## src/hw/rtl/assert_macros.svh

```systemverilog
// Assertion macros used by the RTL top level
`ifndef ASSERT_MACROS_SVH
`define ASSERT_MACROS_SVH
`ifndef SYNTHESIS
`define ASSERT_ALWAYS(name, clk, rst, prop) \
   name: assert property (@(posedge clk) disable iff (rst) (prop)) \
      else $error("assertion failed");
`define ASSERT_NEXT(name, clk, rst, ante, cons) \
   name: assert property (@(posedge clk) disable iff (rst) (ante) |=> (cons)) \
      else $error("assertion failed");
`else
`define ASSERT_ALWAYS(name, clk, rst, prop)
`define ASSERT_NEXT(name, clk, rst, ante, cons)
`endif
`endif

```

## src/hw/rtl/gnfs_pkg.sv

```systemverilog
// Types and constants of the GPS NMEA/UBX frame splitter
package gnfs_pkg;

   localparam int CNT_W = 7;
   localparam int BUF_W = 2;

   localparam logic [CNT_W-1:0] NMEA_CAPACITY = 7'd100;
   localparam logic [CNT_W-1:0] UBX_CAPACITY  = 7'd50;
   localparam logic [BUF_W-1:0] NMEA_SLOTS    = 2'd3;

   localparam logic [7:0] BYTE_DOLLAR   = 8'h24;
   localparam logic [7:0] BYTE_STAR     = 8'h2A;
   localparam logic [7:0] BYTE_UBX_SYNC = 8'hB5;

   localparam logic [BUF_W-1:0] UBX_BUFFER_ID = 2'd3;

   localparam logic DONE_NMEA = 1'b0;
   localparam logic DONE_UBX  = 1'b1;

   typedef enum logic [1:0] {
      PH_NONE = 2'd0,
      PH_STAR = 2'd1,
      PH_ONE  = 2'd2,
      PH_DONE = 2'd3
   } phase_type;

   typedef struct packed {
      logic             wr_valid;
      logic [BUF_W-1:0] wr_buffer;
      logic [CNT_W-1:0] wr_index;
      logic [7:0]       wr_data;
      logic             done_valid;
      logic             done_type;
      logic [CNT_W-1:0] done_length;
      logic [BUF_W-1:0] done_buffer;
      logic             overflow;
   } result_type;

   typedef struct packed {
      logic nmea_active;
      logic ubx_active;
   } status_type;

endpackage

```

## src/hw/rtl/gps_nmea_ubx_frame_splitter.sv

```systemverilog
// Top level of the GPS NMEA/UBX frame splitter
// One received byte per item, one result per byte. The block takes a byte in
// every clock while req_stall is low; an accepted byte is held in the input
// register, then passes through the frame tracking logic into the result
// register, from which its result is presented. While a result waits on a
// stalled output the input register takes one more byte and then raises
// req_stall until the result leaves.
// NMEA sentences fill slots 0 to 2 in turn, UBX frames buffer 3; bytes beyond
// a buffer's capacity are dropped and flagged with overflow.
`include "assert_macros.svh"

module gps_nmea_ubx_frame_splitter (
   input  logic                          clock,
   input  logic                          reset,
   input  logic                          req_valid,
   output logic                          req_stall,
   input  logic [7:0]                    req_rx_byte,
   output logic                          rsp_valid,
   input  logic                          rsp_stall,
   output logic                          rsp_wr_valid,
   output logic [gnfs_pkg::BUF_W-1:0]    rsp_wr_buffer,
   output logic [gnfs_pkg::CNT_W-1:0]    rsp_wr_index,
   output logic [7:0]                    rsp_wr_data,
   output logic                          rsp_done_valid,
   output logic                          rsp_done_type,
   output logic [gnfs_pkg::CNT_W-1:0]    rsp_done_length,
   output logic [gnfs_pkg::BUF_W-1:0]    rsp_done_buffer,
   output logic                          rsp_overflow
);

   logic                  in_valid_ff, in_valid_in;
   logic [7:0]            in_byte_ff, in_byte_in;
   logic                  out_valid_ff, out_valid_in;
   gnfs_pkg::result_type  res_ff, res_in;
   gnfs_pkg::result_type  core_res;
   gnfs_pkg::status_type  core_status;
   logic                  accept;
   logic                  move;
   logic                  both_open;
   logic                  wr_in_range;
   logic                  ubx_done_ok;

   assign move      = in_valid_ff && (!out_valid_ff || !rsp_stall);
   assign req_stall = in_valid_ff && !move;
   assign accept    = req_valid && !req_stall;

   assign in_valid_in  = accept || (in_valid_ff && !move);
   assign in_byte_in   = accept ? req_rx_byte : in_byte_ff;
   assign out_valid_in = move || (out_valid_ff && rsp_stall);
   assign res_in       = move ? core_res : res_ff;

   gnfs_core u_core (
      .clock   (clock),
      .reset   (reset),
      .step_en (move),
      .rx_byte (in_byte_ff),
      .result  (core_res),
      .status  (core_status)
   );

   always_ff @(posedge clock) begin
      if (reset) begin
         in_valid_ff  <= 1'b0;
         out_valid_ff <= 1'b0;
      end else begin
         in_valid_ff  <= in_valid_in;
         out_valid_ff <= out_valid_in;
      end
   end

   always_ff @(posedge clock) begin
      in_byte_ff <= in_byte_in;
      res_ff     <= res_in;
   end

   assign rsp_valid       = out_valid_ff;
   assign rsp_wr_valid    = res_ff.wr_valid;
   assign rsp_wr_buffer   = res_ff.wr_buffer;
   assign rsp_wr_index    = res_ff.wr_index;
   assign rsp_wr_data     = res_ff.wr_data;
   assign rsp_done_valid  = res_ff.done_valid;
   assign rsp_done_type   = res_ff.done_type;
   assign rsp_done_length = res_ff.done_length;
   assign rsp_done_buffer = res_ff.done_buffer;
   assign rsp_overflow    = res_ff.overflow;

   assign both_open   = core_status.nmea_active && core_status.ubx_active;
   assign wr_in_range = (res_ff.wr_buffer == gnfs_pkg::UBX_BUFFER_ID) ?
                        (res_ff.wr_index < gnfs_pkg::UBX_CAPACITY) :
                        (res_ff.wr_index < gnfs_pkg::NMEA_CAPACITY);
   assign ubx_done_ok = !(res_ff.done_valid && res_ff.done_type == gnfs_pkg::DONE_UBX) ||
                        (res_ff.done_buffer == gnfs_pkg::UBX_BUFFER_ID);

   `ASSERT_ALWAYS(a_modes_exclusive, clock, reset, !both_open)
   `ASSERT_ALWAYS(a_index_in_range, clock, reset, !(out_valid_ff && res_ff.wr_valid) || wr_in_range)
   `ASSERT_ALWAYS(a_ubx_done_buffer, clock, reset, !out_valid_ff || ubx_done_ok)
   `ASSERT_NEXT(a_blocked_item_kept, clock, reset, in_valid_ff && !move, in_valid_ff && in_byte_ff == $past(in_byte_ff))

endmodule

```

## src/hw/rtl/gnfs_core.sv

```systemverilog
// Frame tracking state and per-byte result logic
module gnfs_core (
   input  logic                  clock,
   input  logic                  reset,
   input  logic                  step_en,
   input  logic [7:0]            rx_byte,
   output gnfs_pkg::result_type  result,
   output gnfs_pkg::status_type  status
);

   logic                          nmea_active_ff, nmea_active_in;
   logic                          ubx_active_ff, ubx_active_in;
   logic [gnfs_pkg::CNT_W-1:0]    byte_count_ff, byte_count_in;
   gnfs_pkg::phase_type           phase_ff, phase_in;
   logic [gnfs_pkg::BUF_W-1:0]    slot_ff, slot_in;

   logic                          put_en;
   logic [gnfs_pkg::BUF_W-1:0]    put_buf;
   logic [gnfs_pkg::CNT_W-1:0]    put_cap;
   logic [gnfs_pkg::CNT_W-1:0]    put_base;
   logic                          done_nmea;
   logic                          done_ubx;
   logic [gnfs_pkg::BUF_W-1:0]    cur_slot;

   always_comb begin
      nmea_active_in = nmea_active_ff;
      ubx_active_in  = ubx_active_ff;
      byte_count_in  = byte_count_ff;
      phase_in       = phase_ff;
      cur_slot       = (slot_ff >= gnfs_pkg::NMEA_SLOTS) ? '0 : slot_ff;
      slot_in        = cur_slot;
      put_en         = 1'b0;
      put_buf        = cur_slot;
      put_cap        = gnfs_pkg::NMEA_CAPACITY;
      put_base       = byte_count_ff;
      done_nmea      = 1'b0;
      done_ubx       = 1'b0;
      result         = '0;

      priority if (nmea_active_ff) begin
         put_en = 1'b1;
         priority if (rx_byte == gnfs_pkg::BYTE_STAR) begin
            phase_in = gnfs_pkg::PH_STAR;
         end else if (phase_ff == gnfs_pkg::PH_STAR) begin
            phase_in = gnfs_pkg::PH_ONE;
         end else if (phase_ff == gnfs_pkg::PH_ONE) begin
            nmea_active_in = 1'b0;
            phase_in       = gnfs_pkg::PH_DONE;
            done_nmea      = 1'b1;
            slot_in        = (cur_slot == gnfs_pkg::NMEA_SLOTS - 2'd1) ? '0 : cur_slot + 2'd1;
         end else begin
            phase_in = phase_ff;
         end
      end else if (rx_byte == gnfs_pkg::BYTE_DOLLAR) begin
         done_ubx       = ubx_active_ff;
         ubx_active_in  = 1'b0;
         phase_in       = gnfs_pkg::PH_NONE;
         nmea_active_in = 1'b1;
         put_en         = 1'b1;
         put_base       = '0;
      end else if (rx_byte == gnfs_pkg::BYTE_UBX_SYNC) begin
         ubx_active_in = 1'b1;
         put_en        = 1'b1;
         put_buf       = gnfs_pkg::UBX_BUFFER_ID;
         put_cap       = gnfs_pkg::UBX_CAPACITY;
         put_base      = '0;
      end else if (ubx_active_ff) begin
         put_en   = 1'b1;
         put_buf  = gnfs_pkg::UBX_BUFFER_ID;
         put_cap  = gnfs_pkg::UBX_CAPACITY;
      end else begin
         put_en = 1'b0;
      end

      if (put_en) begin
         if (put_base < put_cap) begin
            result.wr_valid  = 1'b1;
            result.wr_buffer = put_buf;
            result.wr_index  = put_base;
            result.wr_data   = rx_byte;
            byte_count_in    = put_base + 7'd1;
         end else begin
            result.overflow = 1'b1;
            byte_count_in   = put_cap;
         end
      end

      // UBX length is taken before the '$' restarts the count
      if (done_ubx) begin
         result.done_valid  = 1'b1;
         result.done_type   = gnfs_pkg::DONE_UBX;
         result.done_length = byte_count_ff;
         result.done_buffer = gnfs_pkg::UBX_BUFFER_ID;
      end else if (done_nmea) begin
         result.done_valid  = 1'b1;
         result.done_type   = gnfs_pkg::DONE_NMEA;
         result.done_length = byte_count_in;
         result.done_buffer = cur_slot;
      end
   end

   always_ff @(posedge clock) begin
      if (reset) begin
         nmea_active_ff <= 1'b0;
         ubx_active_ff  <= 1'b0;
         byte_count_ff  <= '0;
         phase_ff       <= gnfs_pkg::PH_NONE;
         slot_ff        <= '0;
      end else if (step_en) begin
         nmea_active_ff <= nmea_active_in;
         ubx_active_ff  <= ubx_active_in;
         byte_count_ff  <= byte_count_in;
         phase_ff       <= phase_in;
         slot_ff        <= slot_in;
      end
   end

   assign status.nmea_active = nmea_active_ff;
   assign status.ubx_active  = ubx_active_ff;

endmodule
```

## config.mk

```make
export PLATFORM = sky130hd
export DESIGN_NAME = gps_nmea_ubx_frame_splitter
export DESIGN_NICKNAME = d
export VERILOG_FILES = /design/src/hw/rtl/gnfs_pkg.sv /design/src/hw/rtl/gps_nmea_ubx_frame_splitter.sv /design/src/hw/rtl/gnfs_core.sv
export VERILOG_INCLUDE_DIRS = /design/src /design/src/hw/rtl
export SDC_FILE = /design/constraint.sdc
export NUM_CORES = 1
export LEC_CHECK = 0
export BUFFER_PORTS_ARGS = -buffer_cell sky130_fd_sc_hd__buf_2
export CORE_UTILIZATION = 55
export CTS_BUF_LIST = sky130_fd_sc_hd__clkbuf_8 sky130_fd_sc_hd__clkbuf_16
export CTS_CLUSTER_SIZE = 40
export DETAILED_ROUTE_END_ITERATION = 16
export GPL_ROUTABILITY_DRIVEN = 0
export GPL_TIMING_DRIVEN = 0
export PLACE_DENSITY = 0.78
export SYNTH_ARGS = -nofsm -noshare
export SYNTH_HDL_FRONTEND = slang
export SYNTH_HIERARCHICAL = 1
export SYNTH_SLANG_ARGS = --single-unit
```

## constraint.sdc

```tcl
create_clock -name clock -period 4.6 [get_ports clock]
set_input_delay 0.23 -clock clock [delete_from_list [all_inputs] [get_ports clock]]
set_output_delay 0.23 -clock clock [all_outputs]
set_load 0.01 [all_outputs]
```

## Word-level counts from Yosys, hierarchy flattened

Index checks and enable logic that the tools add are counted.

- Flip-flop bits (word level): 53
- Bits of input ports: 12
- Output and inout bits: 32
- Word-level logic and storage cells: 90

- $add $sub $neg: 2
- $lt $le $gt $ge: 2
- Equality and inequality tests: 7
- Multiplexer cells: 45
- Bitwise gates (word level): 1
- Reductions and logical operators: 16

Operators with widths:

| cell | count |
|---|---|
| 2-to-1 mux 7 bit | 9 |
| 2-to-1 mux 2 bit | 15 |
| 2-to-1 mux 1 bit | 18 |
| 2-to-1 mux 18 bit | 1 |
| equality test 8 x 6 -> 1 bit, second input constant | 2 |
| 2-to-1 mux 11 bit | 1 |
| 2-to-1 mux 9 bit | 1 |
| equality test 8 bit, second input constant | 1 |
| adder 7 x 1 -> 7 bit, second input constant | 1 |
| < comparator 7 bit | 1 |
| AND reduction 3 bit | 2 |
| equality test 2 bit, second input constant | 2 |
| logical AND 1 bit | 4 |
| zero test 1 bit | 4 |
| != test 4 bit, second input constant | 1 |
| nonzero test 2 bit | 2 |
| logical OR 1 bit | 3 |
| adder 2 x 1 -> 2 bit, second input constant | 1 |
| equality test 2 x 1 -> 1 bit, second input constant | 1 |
| greater-or-equal comparator 2 bit, second input constant | 1 |
| AND reduction 2 bit | 1 |
| NOT 1 bit | 1 |

## Depth between registers and ports, before layout

- Word-level depth: 9
- Gate-level depth with buffers: 13
- Gate-level depth less buffers: 10

## Modules after synthesis

Netlist, hierarchy kept.

By module, submodules not included:

| module | instances | cells each | area an instance (um^2) | sequential area each (um^2) |
|---|---|---|---|---|
| gnfs_core | 1 | 186 | 1350.0 | 260.2 |
| gps_nmea_ubx_frame_splitter | 1 | 48 | 1227.4 | 1181.1 |

## Worst setup path after synthesis

OpenSTA, ideal clock, no wires.

- Kind: flip-flop to flip-flop
- From: register out_valid_ff (netlist: rsp_valid)
- To: register u_core.nmea_active_ff
- Setup time: 0.128 ns
- Arrival time: 3.661 ns
- Required time: 4.472 ns
- Slack: 0.812 ns
- Cell stages (with the launch flop): 6
- Path buffers: 2
- Period minus slack after synthesis: 3.788 ns
- Cell sequence: dfxtp_1 a21boi_0 buf_2 clkbuf_1 mux2i_1 nor2_1

- Longest elaborated chain between the ends: 3

Ends and longest elaborated chain:

| element | line | source |
|---|---|---|
| start, declared | gps_nmea_ubx_frame_splitter.sv:33 | `logic out_valid_ff, out_valid_in;` |
| start signal, assigned | gps_nmea_ubx_frame_splitter.sv:67 | `out_valid_ff <= out_valid_in;` |
| zero test 1 bit | gps_nmea_ubx_frame_splitter.sv:43 | `assign move = in_valid_ff && (!out_valid_ff \|\| !rsp_stall);` |
| logical OR 1 bit | gps_nmea_ubx_frame_splitter.sv:43 |  |
| logical AND 1 bit | gps_nmea_ubx_frame_splitter.sv:43 |  |
| via move | gps_nmea_ubx_frame_splitter.sv:38 | `logic move;` |
| end signal, assigned | gnfs_core.sv:110 | `nmea_active_ff <= nmea_active_in;` |
| end, declared | gnfs_core.sv:11 | `logic nmea_active_ff, nmea_active_in;` |

The timed path passes the listed nets, and every way through them passes these cells.
A chain may end at the register's enable or synchronous reset.

## Final worst setup path

- From: register in_byte_ff[3]
- To: register res_ff (netlist bit rsp_wr_data[4]), data pin

- Longest elaborated chain between the ends: 6
- Elaborated cells on any way between the ends: 13
- Classes of those cells: order compare (1); eq/ne (2); mux (9); reduce/logical (1)

Ends and longest elaborated chain:

| element | line | source |
|---|---|---|
| start, declared | gps_nmea_ubx_frame_splitter.sv:32 | `logic [7:0] in_byte_ff, in_byte_in;` |
| start signal, assigned | gps_nmea_ubx_frame_splitter.sv:72 | `in_byte_ff <= in_byte_in;` |
| equality test 8 bit | gnfs_core.sv:61 | `end else if (rx_byte == gnfs_pkg::BYTE_UBX_SYNC) begin` |
| 2-to-1 mux 7 bit | gnfs_core.sv:61 |  |
| 2-to-1 mux 7 bit | gnfs_core.sv:54 | `end else if (rx_byte == gnfs_pkg::BYTE_DOLLAR) begin` |
| 2-to-1 mux 7 bit | gnfs_core.sv:40 | `priority if (nmea_active_ff) begin` |
| < comparator 7 bit | gnfs_core.sv:76 | `if (put_base < put_cap) begin` |
| AND reduction 2 bit (no line) * | - |  |
| end signal, assigned | gps_nmea_ubx_frame_splitter.sv:73 | `res_ff <= res_in;` |
| end, declared | gps_nmea_ubx_frame_splitter.sv:34 | `gnfs_pkg::result_type res_ff, res_in;` |

Every way passes the cells marked *; elsewhere a longest branch is shown, timed or not.

==> run metrics <==
DRT iter0 DRCs=261; CP Data Required Time=~4800 ps; Seq pwr share=a little under two thirds; RSZ-0062 raised after global routing=false; width of the die=about 70 µm; routed via count=about 1900; clock power share=29.0%; hold-fix buffers at CTS=0; CTS Sinks=between 50 and 60; DR vias/cell=5.80; antenna violations before repair=0; net switching power=~180 µW; WHS=between 100 and 150 ps; Fin. Hold Viols=0; Critical Path AT=4000 ps; Switching Fraction=22.0%; CTS max path bufs=2; Internal=between 600 and 700 µW; met3 WL post-DR=307 µm; maximum clock rate=around 260 MHz; status=finished, final reports clean; Highest Signal Layer=met4; Hold/Removal Path Class=input port to register; die area=between 4000 and 5000 µm²; Non-Filler Instances=336; GRT Residual Overflow=0; pin count of the biggest net entering global routing=32; Design Area, Final=slightly below 3000 µm²; first-pass GRT wire length=about 7900 µm; Placed Cells=328; Max-slew headroom=around three fifths; router iterations before antenna repair=5; Max-Cap Viols=0; Starting Density=between 50% and 60%; Syn Area/Cell=11.0 µm²; maximum vdd drop=0.232 mV; CTS tree=yes; Crit. End Element=register; Setup violations, final=0; Mapped Cells=between 200 and 250; Synthesized Nets=between 200 and 250; actual slew at the worst max-slew pin=581 ps; all-layer global routing usage=20.5%; Die Span Y=around 70 µm; met2 wire length=~2300 µm; Worst-path clk slew=80 ps; total power=approximately 840 µW; clock root cell=clkbuf_8; CTS resizes=0; clock skew=approximately 5.4 ps; post-DP HPWL=~3500 µm; vias in the first global route=roughly 1700; fin worst setup slack=approximately 760 ps; fraction of layout cells with a size suffix above 1=23.6%; critical-path maximum fanout=10; Routed WL=4820 µm; synth warn=6; fillers=~350; P per Cell Area=283 nW/µm²; Place WS=roughly 800 ps; Sequential cell area=1440 µm²; H-tree level count=2; leakage=roughly 0.0013 µW; DR WL/cell=14.4 µm; Slew Limit Fails=0; clock latency on the worst-skew pair=approximately 300 ps; Routed Antenna Nets=0; # IOs=44; row cnt=24; multi-input logic area=1040 µm²; Layout area overhead=15.4%; placeable core area=4410 µm²; Final Critical Period=around 3800 ps; Critical Path Start Type=register; Port Buffers=43; DP Area=2870 µm²; critical path class=register to register; Logic pwr share=just over 7%; Setup Buffers After CTS=0; # DRC=0; Mapped Area=around 2600 µm²; crit share post-route=between 80% and 90%; antenna cells=0; nets@finish=300; CTS Buf Count=5; wl on met1=2140 µm
## layout make-up
| cell class | instances | share of cell area, % |
|---|---|---|
| Tap cell | 52 | 2.20 |
| Sequential cell | 53 | 48.8 |
| Buffer | 14 | 2.24 |
| Inverter | 8 | 1.02 |
| Clock inverter | 3 | 0.466 |
| Multi-Input combinational cell | 157 | 35.0 |
| Timing Repair Buffer | 44 | 7.96 |
| Clock buffer | 5 | 2.33 |
## path summary, 6_finish.rpt
check / slack (ps) / endpoint / cells past startpoint / from
worst max-delay path: 760 / rsp_wr_data[4] / 11 / in_byte_ff[3]
worst min-delay path: 110 / in_byte_ff[3] / 1 / req_rx_byte[3]
worst max register to register: 760 / rsp_wr_data[4] / 11 / in_byte_ff[3]
worst min register to register: 500 / u_core/byte_count_ff[0] / 2 / u_core/byte_count_ff[0]
## registers in the layout, summed over array words and instances, names as in the netlist, 7 cells and up
register,count
rsp_wr_data,8
in_byte_ff,8
u_core/byte_count_ff,7
rsp_done_length,7
rsp_wr_index,7
## worst max-delay path, stage by stage, from the launching register on
cell and delay [ps]:
edfxtp_1 450, nor4b_4 490, o2111ai_2 300, clkbuf_1 280
and2_1 230, ha_1 290, or4_1 520, nand3_1 160
nor4_4 80, a21oi_2 340, clkbuf_1 330, and3_1 220
## power groups by stage
stage | Clock [µW] | Combinational, µW | Sequential (µW)
after detailed placement | 0 | 59.2 | 547
final | 243 | 59.1 | 535
after global routing | 267 | 64.8 | 537
after floorplan | 0 | 28.3 | 552
after global placement | 0 | 54.1 | 547
after CTS | 251 | 59.3 | 536
## per-layer routing
| layer | track usage (%) | up-vias |
|---|---|---|
| li1 | - | 964 |
| met1 | 27.7 | 892 |
| met2 | 33.0 | 85 |
| met3 | 4.04 | 7 |
| met4 | 7.11 | 0 |
| met5 | 0 | - |
## metrics by stage
step                utilization, %  setup TNS, ps
floorplan                        -              0
global placement              64.4          -3000
detailed placement            65.1              0
CTS                           67.0              0
global route                  67.0              0
finish                        67.0              0
## placed cells by master (no fill, tap or decap), types with 3 or more instances in the layout
cell / count
nand3_1: 7
a21oi_2: 3
and2_1: 6
edfxtp_1: 38
a211oi_1: 3
nand2_1: 26
a21o_1: 3
inv_1: 9
and3_1: 18
nor2_1: 17
a311oi_1: 3
a21oi_1: 7
ha_1: 5
or3_1: 3
nand2b_1: 4
buf_2: 45
o21ai_0: 5
clkbuf_1: 10
clkbuf_8: 5
dfxtp_1: 15
(Power assumes the default switching activity.)
